## src/sv/htl_pkg.sv

```systemverilog
// Shared types, constants and register codes of the timer, line and interrupt unit.
package htl_pkg;

  localparam int unsigned CplW     = 10;
  localparam int unsigned LineW    = 8;
  localparam int unsigned CountW   = 8;
  localparam int unsigned ElapsedW = 6;
  localparam int unsigned TaccW    = 9;
  localparam int unsigned AddrW    = 16;

  localparam int unsigned InDataW  = 80;
  localparam int unsigned OutDataW = 56;
  localparam int unsigned PaddrW   = 4;
  localparam int unsigned PdataW   = 32;

  localparam logic [CplW-1:0]  CplReset    = 10'd456;
  localparam logic [LineW-1:0] WrapReset   = 8'd153;
  localparam logic [LineW-1:0] VblankReset = 8'd144;

  localparam logic [1:0] RegCyclesPerLine = 2'd0;
  localparam logic [1:0] RegLineWrap      = 2'd1;
  localparam logic [1:0] RegVblankAfter   = 2'd2;

  localparam logic [1:0] ModeDiv256 = 2'd0;
  localparam logic [1:0] ModeDiv4   = 2'd1;
  localparam logic [1:0] ModeDiv16  = 2'd2;
  localparam logic [1:0] ModeDiv64  = 2'd3;

  localparam int unsigned TimerEnBit = 2;
  localparam int unsigned IrqVblankBit = 0;
  localparam int unsigned IrqTimerBit  = 2;
  localparam int unsigned IrqJoypadBit = 4;

  localparam logic [1:0] SrcJoypad = 2'd0;
  localparam logic [1:0] SrcTimer  = 2'd1;
  localparam logic [1:0] SrcVblank = 2'd2;

  typedef struct packed {
    logic [CplW-1:0]  cycles_per_line;
    logic [LineW-1:0] line_wrap;
    logic [LineW-1:0] vblank_after;
  } cfg_t;

  typedef struct packed {
    logic [CplW-1:0]   line_cycle_accum;
    logic [TaccW-1:0]  timer_cycle_accum;
    logic [1:0]        last_timer_mode;
    logic [CountW-1:0] last_counter;
    logic [LineW-1:0]  last_line;
    logic [7:0]        last_joypad;
  } state_t;

  typedef struct packed {
    logic [7:0]          joypad_value;
    logic [AddrW-1:0]    stack_pointer;
    logic [AddrW-1:0]    program_counter;
    logic                master_enable;
    logic [LineW-1:0]    line_in;
    logic [4:0]          enable_mask;
    logic [CountW-1:0]   counter_in;
    logic [7:0]          reload_value;
    logic [2:0]          timer_control;
    logic [ElapsedW-1:0] elapsed_cycles;
  } item_t;

  typedef struct packed {
    logic             master_enable_out;
    logic [AddrW-1:0] push_data;
    logic [AddrW-1:0] new_stack_pointer;
    logic [1:0]       irq_source;
    logic             irq_taken;
    logic [LineW-1:0] line_out;
    logic [CountW-1:0] counter_out;
  } result_t;

endpackage

```

## src/sv/htl_cfg.sv

```systemverilog
// Configuration registers of the timer, line and interrupt unit behind an APB-style port.
module htl_cfg (
  input  logic                        clk_i,
  input  logic                        rst_ni,
  input  logic                        psel,
  input  logic                        penable,
  input  logic                        pwrite,
  input  logic [htl_pkg::PaddrW-1:0]  paddr,
  input  logic [htl_pkg::PdataW-1:0]  pwdata,
  output logic [htl_pkg::PdataW-1:0]  prdata,
  output logic                        pready,
  output htl_pkg::cfg_t               cfg_o
);
  import htl_pkg::*;

  cfg_t       cfg_q, cfg_d;
  logic       wr_en;
  logic [1:0] reg_idx;

  assign pready  = 1'b1;
  assign reg_idx = paddr[PaddrW-1:2];
  assign wr_en   = psel & penable & pwrite & pready;

  always_comb begin
    cfg_d = cfg_q;
    if (wr_en) begin
      case (reg_idx)
        RegCyclesPerLine: cfg_d.cycles_per_line = pwdata[CplW-1:0];
        RegLineWrap:      cfg_d.line_wrap       = pwdata[LineW-1:0];
        RegVblankAfter:   cfg_d.vblank_after    = pwdata[LineW-1:0];
        default:          cfg_d = cfg_q;
      endcase
    end
  end

  always_comb begin
    case (reg_idx)
      RegCyclesPerLine: prdata = PdataW'(cfg_q.cycles_per_line);
      RegLineWrap:      prdata = PdataW'(cfg_q.line_wrap);
      RegVblankAfter:   prdata = PdataW'(cfg_q.vblank_after);
      default:          prdata = '0;
    endcase
  end

  always_ff @(posedge clk_i or negedge rst_ni) begin
    if (!rst_ni) begin
      cfg_q.cycles_per_line <= CplReset;
      cfg_q.line_wrap       <= WrapReset;
      cfg_q.vblank_after    <= VblankReset;
    end else begin
      cfg_q <= cfg_d;
    end
  end

  assign cfg_o = cfg_q;

endmodule

```

## src/sv/htl_step.sv

```systemverilog
// Single-step update logic: line advance, timer count and interrupt dispatch.
module htl_step (
  input  htl_pkg::item_t   item_i,
  input  htl_pkg::state_t  state_i,
  input  htl_pkg::cfg_t    cfg_i,
  output htl_pkg::state_t  state_o,
  output htl_pkg::result_t result_o
);
  import htl_pkg::*;

  logic [LineW-1:0]  line_base;
  logic [CplW:0]     lacc_sum;
  logic [CplW:0]     lacc_sub;
  logic              line_adv;
  logic [LineW-1:0]  line_inc;
  logic [LineW-1:0]  line_new;

  logic [1:0]        mode;
  logic              mode_chg;
  logic              timer_en;
  logic [TaccW-1:0]  tacc_base;
  logic [TaccW:0]    tacc_sum;
  logic [TaccW:0]    tsteps;
  logic [TaccW:0]    trem;
  logic [CountW-1:0] tcount_adv;
  logic [CountW-1:0] tcount_fin;
  logic              twrap;

  logic              req_joy;
  logic              req_tmr;
  logic              req_vbl;
  logic              taken;

  always_comb begin
    line_base = (item_i.line_in != state_i.last_line) ? '0 : item_i.line_in;
    lacc_sum  = {1'b0, state_i.line_cycle_accum} + (CplW+1)'(item_i.elapsed_cycles);
    line_adv  = lacc_sum >= {1'b0, cfg_i.cycles_per_line};
    lacc_sub  = line_adv ? lacc_sum - {1'b0, cfg_i.cycles_per_line} : lacc_sum;
    line_inc  = line_base + LineW'(1);
    if (line_adv) begin
      line_new = (line_inc == cfg_i.line_wrap) ? '0 : line_inc;
    end else begin
      line_new = line_base;
    end
  end

  always_comb begin
    mode      = item_i.timer_control[1:0];
    timer_en  = item_i.timer_control[TimerEnBit];
    mode_chg  = mode != state_i.last_timer_mode;
    tacc_base = mode_chg ? '0 : state_i.timer_cycle_accum;
    tacc_sum  = {1'b0, tacc_base} + (TaccW+1)'(item_i.elapsed_cycles);
    case (mode)
      ModeDiv256: begin
        tsteps = tacc_sum >> 8;
        trem   = tacc_sum & (TaccW+1)'(255);
      end
      ModeDiv4: begin
        tsteps = tacc_sum >> 2;
        trem   = tacc_sum & (TaccW+1)'(3);
      end
      ModeDiv16: begin
        tsteps = tacc_sum >> 4;
        trem   = tacc_sum & (TaccW+1)'(15);
      end
      ModeDiv64: begin
        tsteps = tacc_sum >> 6;
        trem   = tacc_sum & (TaccW+1)'(63);
      end
      default: begin
        tsteps = '0;
        trem   = '0;
      end
    endcase
    tcount_adv = timer_en ? item_i.counter_in + tsteps[CountW-1:0] : item_i.counter_in;
    twrap      = state_i.last_counter > tcount_adv;
    tcount_fin = twrap ? tcount_adv + item_i.reload_value : tcount_adv;
  end

  always_comb begin
    req_joy = (item_i.joypad_value != state_i.last_joypad)
              & item_i.enable_mask[IrqJoypadBit] & item_i.master_enable;
    req_tmr = twrap & item_i.enable_mask[IrqTimerBit] & item_i.master_enable;
    req_vbl = (line_new > cfg_i.vblank_after)
              & item_i.enable_mask[IrqVblankBit] & item_i.master_enable;
    taken   = req_joy | req_tmr | req_vbl;

    result_o.counter_out       = tcount_fin;
    result_o.line_out          = line_new;
    result_o.irq_taken         = taken;
    if (req_joy) begin
      result_o.irq_source = SrcJoypad;
    end else if (req_tmr) begin
      result_o.irq_source = SrcTimer;
    end else if (req_vbl) begin
      result_o.irq_source = SrcVblank;
    end else begin
      result_o.irq_source = SrcJoypad;
    end
    result_o.new_stack_pointer = taken ? item_i.stack_pointer - AddrW'(2)
                                       : item_i.stack_pointer;
    result_o.push_data         = taken ? item_i.program_counter : '0;
    result_o.master_enable_out = item_i.master_enable & ~taken;
  end

  always_comb begin
    state_o.line_cycle_accum  = lacc_sub[CplW] ? '1 : lacc_sub[CplW-1:0];
    state_o.last_line         = line_adv ? line_new : state_i.last_line;
    state_o.last_timer_mode   = mode;
    state_o.timer_cycle_accum = timer_en ? trem[TaccW-1:0] : tacc_base;
    state_o.last_counter      = tcount_fin;
    state_o.last_joypad       = item_i.joypad_value;
  end

endmodule

```

## src/sv/handheld_timer_line_irq_unit.sv

```systemverilog
// Top level of the timer, scanline and interrupt unit with stream ports and APB registers.
//
// Each input transaction is one executed CPU step; the unit returns exactly one result
// transaction for it. A step is captured in an input register, goes through the update
// logic and lands in a result register, where the result becomes valid; while the output
// is not stalled, the unit takes one transaction every cycle.
// The line and timer state is written at the edge where a step moves into the result
// register, which lets the following step use it in the next cycle. Back-pressure on
// the output stalls both registers; the input stays ready while either one has room.
// Registers: cycles_per_line at 0x0, line_wrap at 0x4, vblank_after at 0x8; they are
// meant to be written while no step is in flight.
module handheld_timer_line_irq_unit (
  input  logic                          clk_i,
  input  logic                          rst_ni,
  input  logic                          s_axis_tvalid,
  output logic                          s_axis_tready,
  // elapsed_cycles[5:0], timer_control[8:6], reload_value[16:9], counter_in[24:17],
  // enable_mask[29:25], line_in[37:30], master_enable[38], program_counter[54:39],
  // stack_pointer[70:55], joypad_value[78:71], zero[79]
  input  logic [htl_pkg::InDataW-1:0]   s_axis_tdata,
  output logic                          m_axis_tvalid,
  input  logic                          m_axis_tready,
  // counter_out[7:0], line_out[15:8], irq_taken[16], irq_source[18:17],
  // new_stack_pointer[34:19], push_data[50:35], master_enable_out[51], zero[55:52]
  output logic [htl_pkg::OutDataW-1:0]  m_axis_tdata,
  input  logic                          psel,
  input  logic                          penable,
  input  logic                          pwrite,
  input  logic [htl_pkg::PaddrW-1:0]    paddr,
  input  logic [htl_pkg::PdataW-1:0]    pwdata,
  output logic [htl_pkg::PdataW-1:0]    prdata,
  output logic                          pready
);
  import htl_pkg::*;

  localparam int unsigned ItemW = $bits(item_t);

  cfg_t    cfg;
  state_t  state_q, state_d;
  item_t   item_q;
  result_t res_d, res_q;
  logic    in_valid_q;
  logic    out_valid_q;
  logic    out_free;
  logic    advance;
  logic    in_fire;

  htl_cfg u_cfg (
    .clk_i   (clk_i),
    .rst_ni  (rst_ni),
    .psel    (psel),
    .penable (penable),
    .pwrite  (pwrite),
    .paddr   (paddr),
    .pwdata  (pwdata),
    .prdata  (prdata),
    .pready  (pready),
    .cfg_o   (cfg)
  );

  htl_step u_step (
    .item_i   (item_q),
    .state_i  (state_q),
    .cfg_i    (cfg),
    .state_o  (state_d),
    .result_o (res_d)
  );

  assign out_free      = ~out_valid_q | m_axis_tready;
  assign advance       = in_valid_q & out_free;
  assign s_axis_tready = ~in_valid_q | advance;
  assign in_fire       = s_axis_tvalid & s_axis_tready;

  always_ff @(posedge clk_i or negedge rst_ni) begin
    if (!rst_ni) begin
      in_valid_q  <= 1'b0;
      out_valid_q <= 1'b0;
      state_q     <= '0;
    end else begin
      if (s_axis_tready) begin
        in_valid_q <= s_axis_tvalid;
      end
      if (out_free) begin
        out_valid_q <= in_valid_q;
      end
      if (advance) begin
        state_q <= state_d;
      end
    end
  end

  always_ff @(posedge clk_i) begin
    if (in_fire) begin
      item_q <= item_t'(s_axis_tdata[ItemW-1:0]);
    end
    if (advance) begin
      res_q <= res_d;
    end
  end

  assign m_axis_tvalid = out_valid_q;
  assign m_axis_tdata  = OutDataW'(res_q);

  assert property (@(posedge clk_i) disable iff (!rst_ni)
    !s_axis_tready |-> (in_valid_q && out_valid_q && !m_axis_tready))
    else $error("input stalled while the pipeline has room");

  assert property (@(posedge clk_i) disable iff (!rst_ni)
    advance |=> out_valid_q)
    else $error("step moved forward but no result is presented");

  assert property (@(posedge clk_i) disable iff (!rst_ni)
    state_q.timer_cycle_accum[TaccW-1] == 1'b0)
    else $error("timer accumulator kept a full period");

endmodule
```

## config.mk

```make
export PLATFORM = sky130hd
export DESIGN_NAME = handheld_timer_line_irq_unit
export DESIGN_NICKNAME = d
export VERILOG_FILES = /design/src/sv/htl_pkg.sv /design/src/sv/htl_cfg.sv /design/src/sv/htl_step.sv /design/src/sv/handheld_timer_line_irq_unit.sv
export SDC_FILE = /design/constraint.sdc
export NUM_CORES = 1
export LEC_CHECK = 0
export BUFFER_PORTS_ARGS = -buffer_cell sky130_fd_sc_hd__buf_2
export CAP_MARGIN = 10
export CORE_UTILIZATION = 56
export CTS_CLUSTER_SIZE = 30
export DETAILED_ROUTE_END_ITERATION = 10
export PLACE_DENSITY = 0.88
export SLEW_MARGIN = 10
export SYNTH_ARGS = -nofsm -noshare
export SYNTH_HDL_FRONTEND = slang
export SYNTH_SLANG_ARGS = --single-unit
```

## constraint.sdc

```tcl
create_clock -name clk_i -period 7.43 [get_ports clk_i]
set_input_delay 0.743 -clock clk_i [delete_from_list [all_inputs] [get_ports clk_i]]
set_output_delay 0.743 -clock clk_i [all_outputs]
set_load 0.01 [all_outputs]
```

## Yosys cells after proc, flatten, opt, wreduce, memory -nomap -nowiden

Index checks and enable logic that the tools add are counted.

| storage, ports and cells | value |
|---|---|
| bits in registers | 204 |
| input port bits | 123 |
| output and inout bits | 91 |
| logic and storage cells | 88 |

| operators by class | value |
|---|---|
| $add $sub $neg | 7 |
| $lt $le $gt $ge | 3 |
| equal/unequal tests | 9 |
| multiplexer cells | 15 |
| bitwise gates (word level) | 18 |
| reduce and logical (&&, ||, !) cells | 7 |

Operator list:

| kind | number |
|---|---|
| 8-bit two-way mux | 5 |
| 9-bit case mux with 4 select lines | 1 |
| 8-bit case mux with 4 select lines | 1 |
| 10-bit case mux with 3 select lines | 1 |
| 9-bit two-way mux | 2 |
| 8-bit adder | 2 |
| 8-bit greater-than comparator | 2 |
| 16-bit two-way mux | 1 |
| 8-bit inequality test | 2 |
| 16-bit by 2-bit subtractor with 16-bit output (second input constant) | 1 |
| 10-bit by 6-bit adder with 11-bit output | 1 |
| 1-bit AND | 11 |
| 11-bit by 10-bit greater-or-equal comparator with 1-bit output | 1 |
| 11-bit two-way mux | 1 |
| 11-bit by 10-bit subtractor with 11-bit output | 1 |
| 9-bit by 6-bit adder with 10-bit output | 1 |
| 10-bit two-way mux | 1 |
| 8-bit by 1-bit adder with 8-bit output (second input constant) | 1 |
| 8-bit == test | 1 |
| 2-bit AND reduction | 4 |
| 2-bit == test (second input constant) | 3 |
| 2-bit by 1-bit == test with 1-bit output (second input constant) | 2 |
| 2-bit zero test | 2 |
| 1-bit OR | 4 |
| 5 further kinds | 7 |

## Logic depth before layout (Yosys ltp)

| depth | value |
|---|---|
| depth in word-level cells | 13 |
| depth in mapped cells | 35 |

## Cells and area by module

Synthesis repeated with hierarchy kept, for this count alone.

| unflattened totals | value |
|---|---|
| cell total of the unflattened synthesis | 952 |
| area, all modules | 11454.7 µm² |

Modules (own cells, without submodules):

| module | times used | cells an instance | area each (µm²) | seq. area each (µm²) |
|---|---|---|---|---|
| handheld_timer_line_irq_unit | 1 | 239 | 5896.9 | 5109.9 |
| htl_step | 1 | 600 | 4130.2 | 0.0 |
| htl_cfg | 1 | 113 | 1427.6 | 663.1 |

## Least setup slack after synthesis

Ideal clock, no wire load.

| timing path | value |
|---|---|
| path type | reg2reg |
| start | register item_q[7] in the netlist's numbering |
| end | register state_q[17] in the netlist's numbering |
| setup time | 0.125 ns |
| arrival time | 6.471 ns |
| required time | 7.305 ns |
| slack | 0.834 ns |
| cell stages (with the launch flop) | 32 |
| clock period less this slack | 6.596 ns |
| cells stage by stage | edfxtp_1 clkbuf_1 xor2_1 nor2_1 clkbuf_1 and2_1 ha_1 inv_1 fa_1 nor2b_1 o21ai_0 a21boi_0 o21ai_0 a21oi_1 xnor2_1 and2_1 mux4_2 ha_1 a211o_1 a211oi_1 o21ai_0 or3_1 a21o_1 xor2_1 ha_1 inv_1 nor3_1 o31ai_1 o21ai_2 and3_1 mux2_1 mux2_2 |

RTL lines:

| item | RTL line | source |
|---|---|---|
| start: declaration | handheld_timer_line_irq_unit.sv:40 | `item_t item_q;` |
| start signal: assignment | handheld_timer_line_irq_unit.sv:94 | `item_q <= item_t'(s_axis_tdata[ItemW-1:0]);` |
| end signal: assignment | handheld_timer_line_irq_unit.sv:87 | `state_q <= state_d;` |
| end: declaration | handheld_timer_line_irq_unit.sv:39 | `state_t state_q, state_d;` |

==> metrics <==
status complete, no violations; Internal Power 2.84 mW; slowest CP cell mux4_2; async set-or-reset flop fraction in the synthesized netlist 0.361; sequential share of the synthesized area 0.519; DR vias/cell 5.64; Crit. End Element flop; fin nets 1309; Layout area overhead 16.2%; Combinational Power Share 0.378; Yosys warning count 0; Post-Syn Area 11000 um2; vias in the first global route 7850; DR iter-0 viols 560; drt pass-1 iters 5; Tightest Pin Transition 1.04 ns; pre-CTS setup slack 0.368 ns; clock sinks 202; io pins 214; TritonCTS Buffers 22; Clock Latency Late Sink 0.51 ns; PD cells 339 nW/um2; Worst Path Class, Setup reg -> reg; post-synthesis xor/xnor area fraction 0.0648; adder-cell share of the synthesized area 0.0700; # setup viols final 0; Crit path required time 7.82 ns; Achievable Freq 144 MHz; top_reg_cell synth edfxtp_1; Post-Route WL 24200 um; sw power 1.49 mW; CTS Buffer Depth 3; Residual DRC 0; first-pass GRT wire length 38200 um; startpoint types flop; clock transition at the registers of the reported paths 0.06 ns; Die Y 142 um; syn avg cell area 11.4 um2; Slew HR 0.306; footprint of the multi-input gates 4860 um2; final period utilization 0.932; endpoints failing hold 0; Simple-Gate Fraction of Synth Area 0.132; clock group share of total power 0.269; FILL cells 1411; HP Class in -> reg; Port Buffers 159; EDFF count, synth 129; maximum VDD drop 184 uV; sequential power share 0.354; Final WS setup 0.508 ns; initial antenna violation count 1; GRT Util Overall 0.241; CP Buf/Inv Count 2; clk_skew 0.0104 ns; Synth Instances 964; vias 7935; unrepaired setup endpoints after global routing false; Net Sw Frac 0.344; root buffer cell clkbuf_16; Die Width 142 um; H-tree depth 1; Crit path arrival time 7.31 ns; share of cells above drive strength 1 0.236; Netlist cell types 85; CP max stage delay 0.49 ns; leakage power total 5.46 nW; Placeable Area 19000 um2; Initial Util 0.580; CTS tree built; Routed WL per cell 17.2 um; Slew Viols, Final 0; GP Congestion 0.930; mux contribution to synthesized area 0.0476; setup TNS 0 ns; leading cell type in the layout, fill and taps excluded buf_2; DP Area 12000 um2; largest family of logic cells by synthesized area simple AND/OR/NAND/NOR gates; num rows 50; Top delay family on crit path compound AO/OA/AOI/OAI gates; post-synthesis compound-gate area fraction 0.116; number of synthesized register bits 202; Max-Cap Viols 0; antenna-violating nets left 0; hold_ws 0.412 ns; commonest cells after routing, fill and taps aside buf_2, edfxtp_1, nand2_1, dfrtp_1, inv_1; largest net degree at the start of global routing 78; Power, Total 4.34 mW; FF+latch area 5710 um2; Critical Path Fanout Max 5; die area 20200 um2; Final min period 6.92 ns; hpwl dp 17400 um; post-route cell area 12800 um2; gr ovfl total 0
-- metal layers --
layer	vias up	global-route usage	share of wire
met3	58	0.0380	0.057
met1	3816	0.291	0.41
met4	0	0.0973	0.032
met5	-	0	0
li1	3755	-	-
met2	306	0.431	0.50
-- power by group through the flow --
| stage | clock network, mW | logic (mW) | registers, mW |
|---|---|---|---|
| finish | 1.16 | 1.64 | 1.53 |
| global placement | 0 | 1.53 | 1.54 |
| global route | 1.22 | 1.82 | 1.55 |
| CTS | 1.19 | 1.61 | 1.53 |
| detailed placement | 0 | 1.59 | 1.55 |
| floorplan | 0 | 1.23 | 1.54 |
-- state kept, by name, indices dropped and copies added, names as in the netlist --
name	count
in_valid_q	1
u_cfg.cfg_o	26
m_axis_tdata	52
m_axis_tvalid	1
state_q	45
item_q	77
-- synthesized netlist by cell type (9+ instances only) --
library cell | count | area, um2
o21ai_0 | 51 | 255
xnor2_1 | 45 | 394
nor3_1 | 9 | 45.0
nand4_1 | 10 | 62.6
nor2b_1 | 10 | 62.6
a21o_1 | 14 | 105
o22a_1 | 9 | 78.8
nand2_1 | 108 | 405
a21oi_1 | 29 | 145
nor2_1 | 40 | 150
nand2b_1 | 10 | 62.6
buf_4 | 29 | 218
dfrtp_1 | 63 | 1580
xor2_1 | 31 | 272
nand3_1 | 27 | 135
and2_1 | 27 | 169
mux2_2 | 28 | 315
mux2i_1 | 11 | 110
clkbuf_1 | 13 | 48.8
edfxtp_1 | 129 | 3870
dfstp_2 | 10 | 263
inv_1 | 52 | 195
ha_1 | 50 | 626
-- layout make-up --
| cell class | instances | share of cell area |
|---|---|---|
| repair buffers | 172 | 0.0709 |
| well taps | 260 | 0.0255 |
| clock inverters | 9 | 0.0111 |
| flip-flops and latches | 202 | 0.447 |
| diodes | 1 | 0.000196 |
| clock buffers | 31 | 0.0497 |
| multi-input cells | 680 | 0.380 |
| inverters | 53 | 0.0157 |
-- worst register-to-register path, delay by kind of cell, from the launching register on --
family | cells | cell delay (ns)
buffers and inverters | 2 | 0.18
AOI/OAI and AO/OA | 10 | 1.96
DFF | 1 | 0.42
muxes | 3 | 1.11
xor gates and xnor gates | 3 | 0.47
and+or+nand+nor | 7 | 1.49
adders and majority gates | 4 | 1.19
-- what timing repair did --
| action | 4_1_cts | 5_1_grt |
|---|---|---|
| hold buffers | 0 | 0 |
| buffers inserted | 0 | 2 |
| gates resized for setup | 0 | 5 |
| endpoints found under the setup margin | 0 | 38 |
-- metrics by stage --
stage	util	std cells
5_1_grt	0.674	1408
4_1_cts	0.672	1405
3_5_place_dp	0.631	1365
3_3_place_gp	0.631	1365
2_1_floorplan	-	989
6_report	0.674	1408
-- path summary, 6_finish.rpt --
kind | start | end | slack [ns] | depth (start not counted)
setup reg to reg | item_q[7] | state_q[16] | 0.51 | 29
hold / removal | s_axis_tdata[6] | item_q[6] | 0.41 | 1
hold reg to reg | item_q[55] | m_axis_tdata[19] | 0.42 | 0
max in group asynchronous | rst_ni | u_cfg.cfg_o[18] | 6.31 | 2
min in group asynchronous | rst_ni | state_q[20] | 0.48 | 2
setup / recovery | item_q[7] | state_q[16] | 0.51 | 29
-- kinds of logic after synthesis --
family,count (synthesis)
and+or+nand+nor,288
DFF,202
AOI/OAI and AO/OA,183
buffers and inverters,107
xor gates and xnor gates,78
adders and majority gates,59
muxes,45
other,2
(Power assumes the default switching activity.)
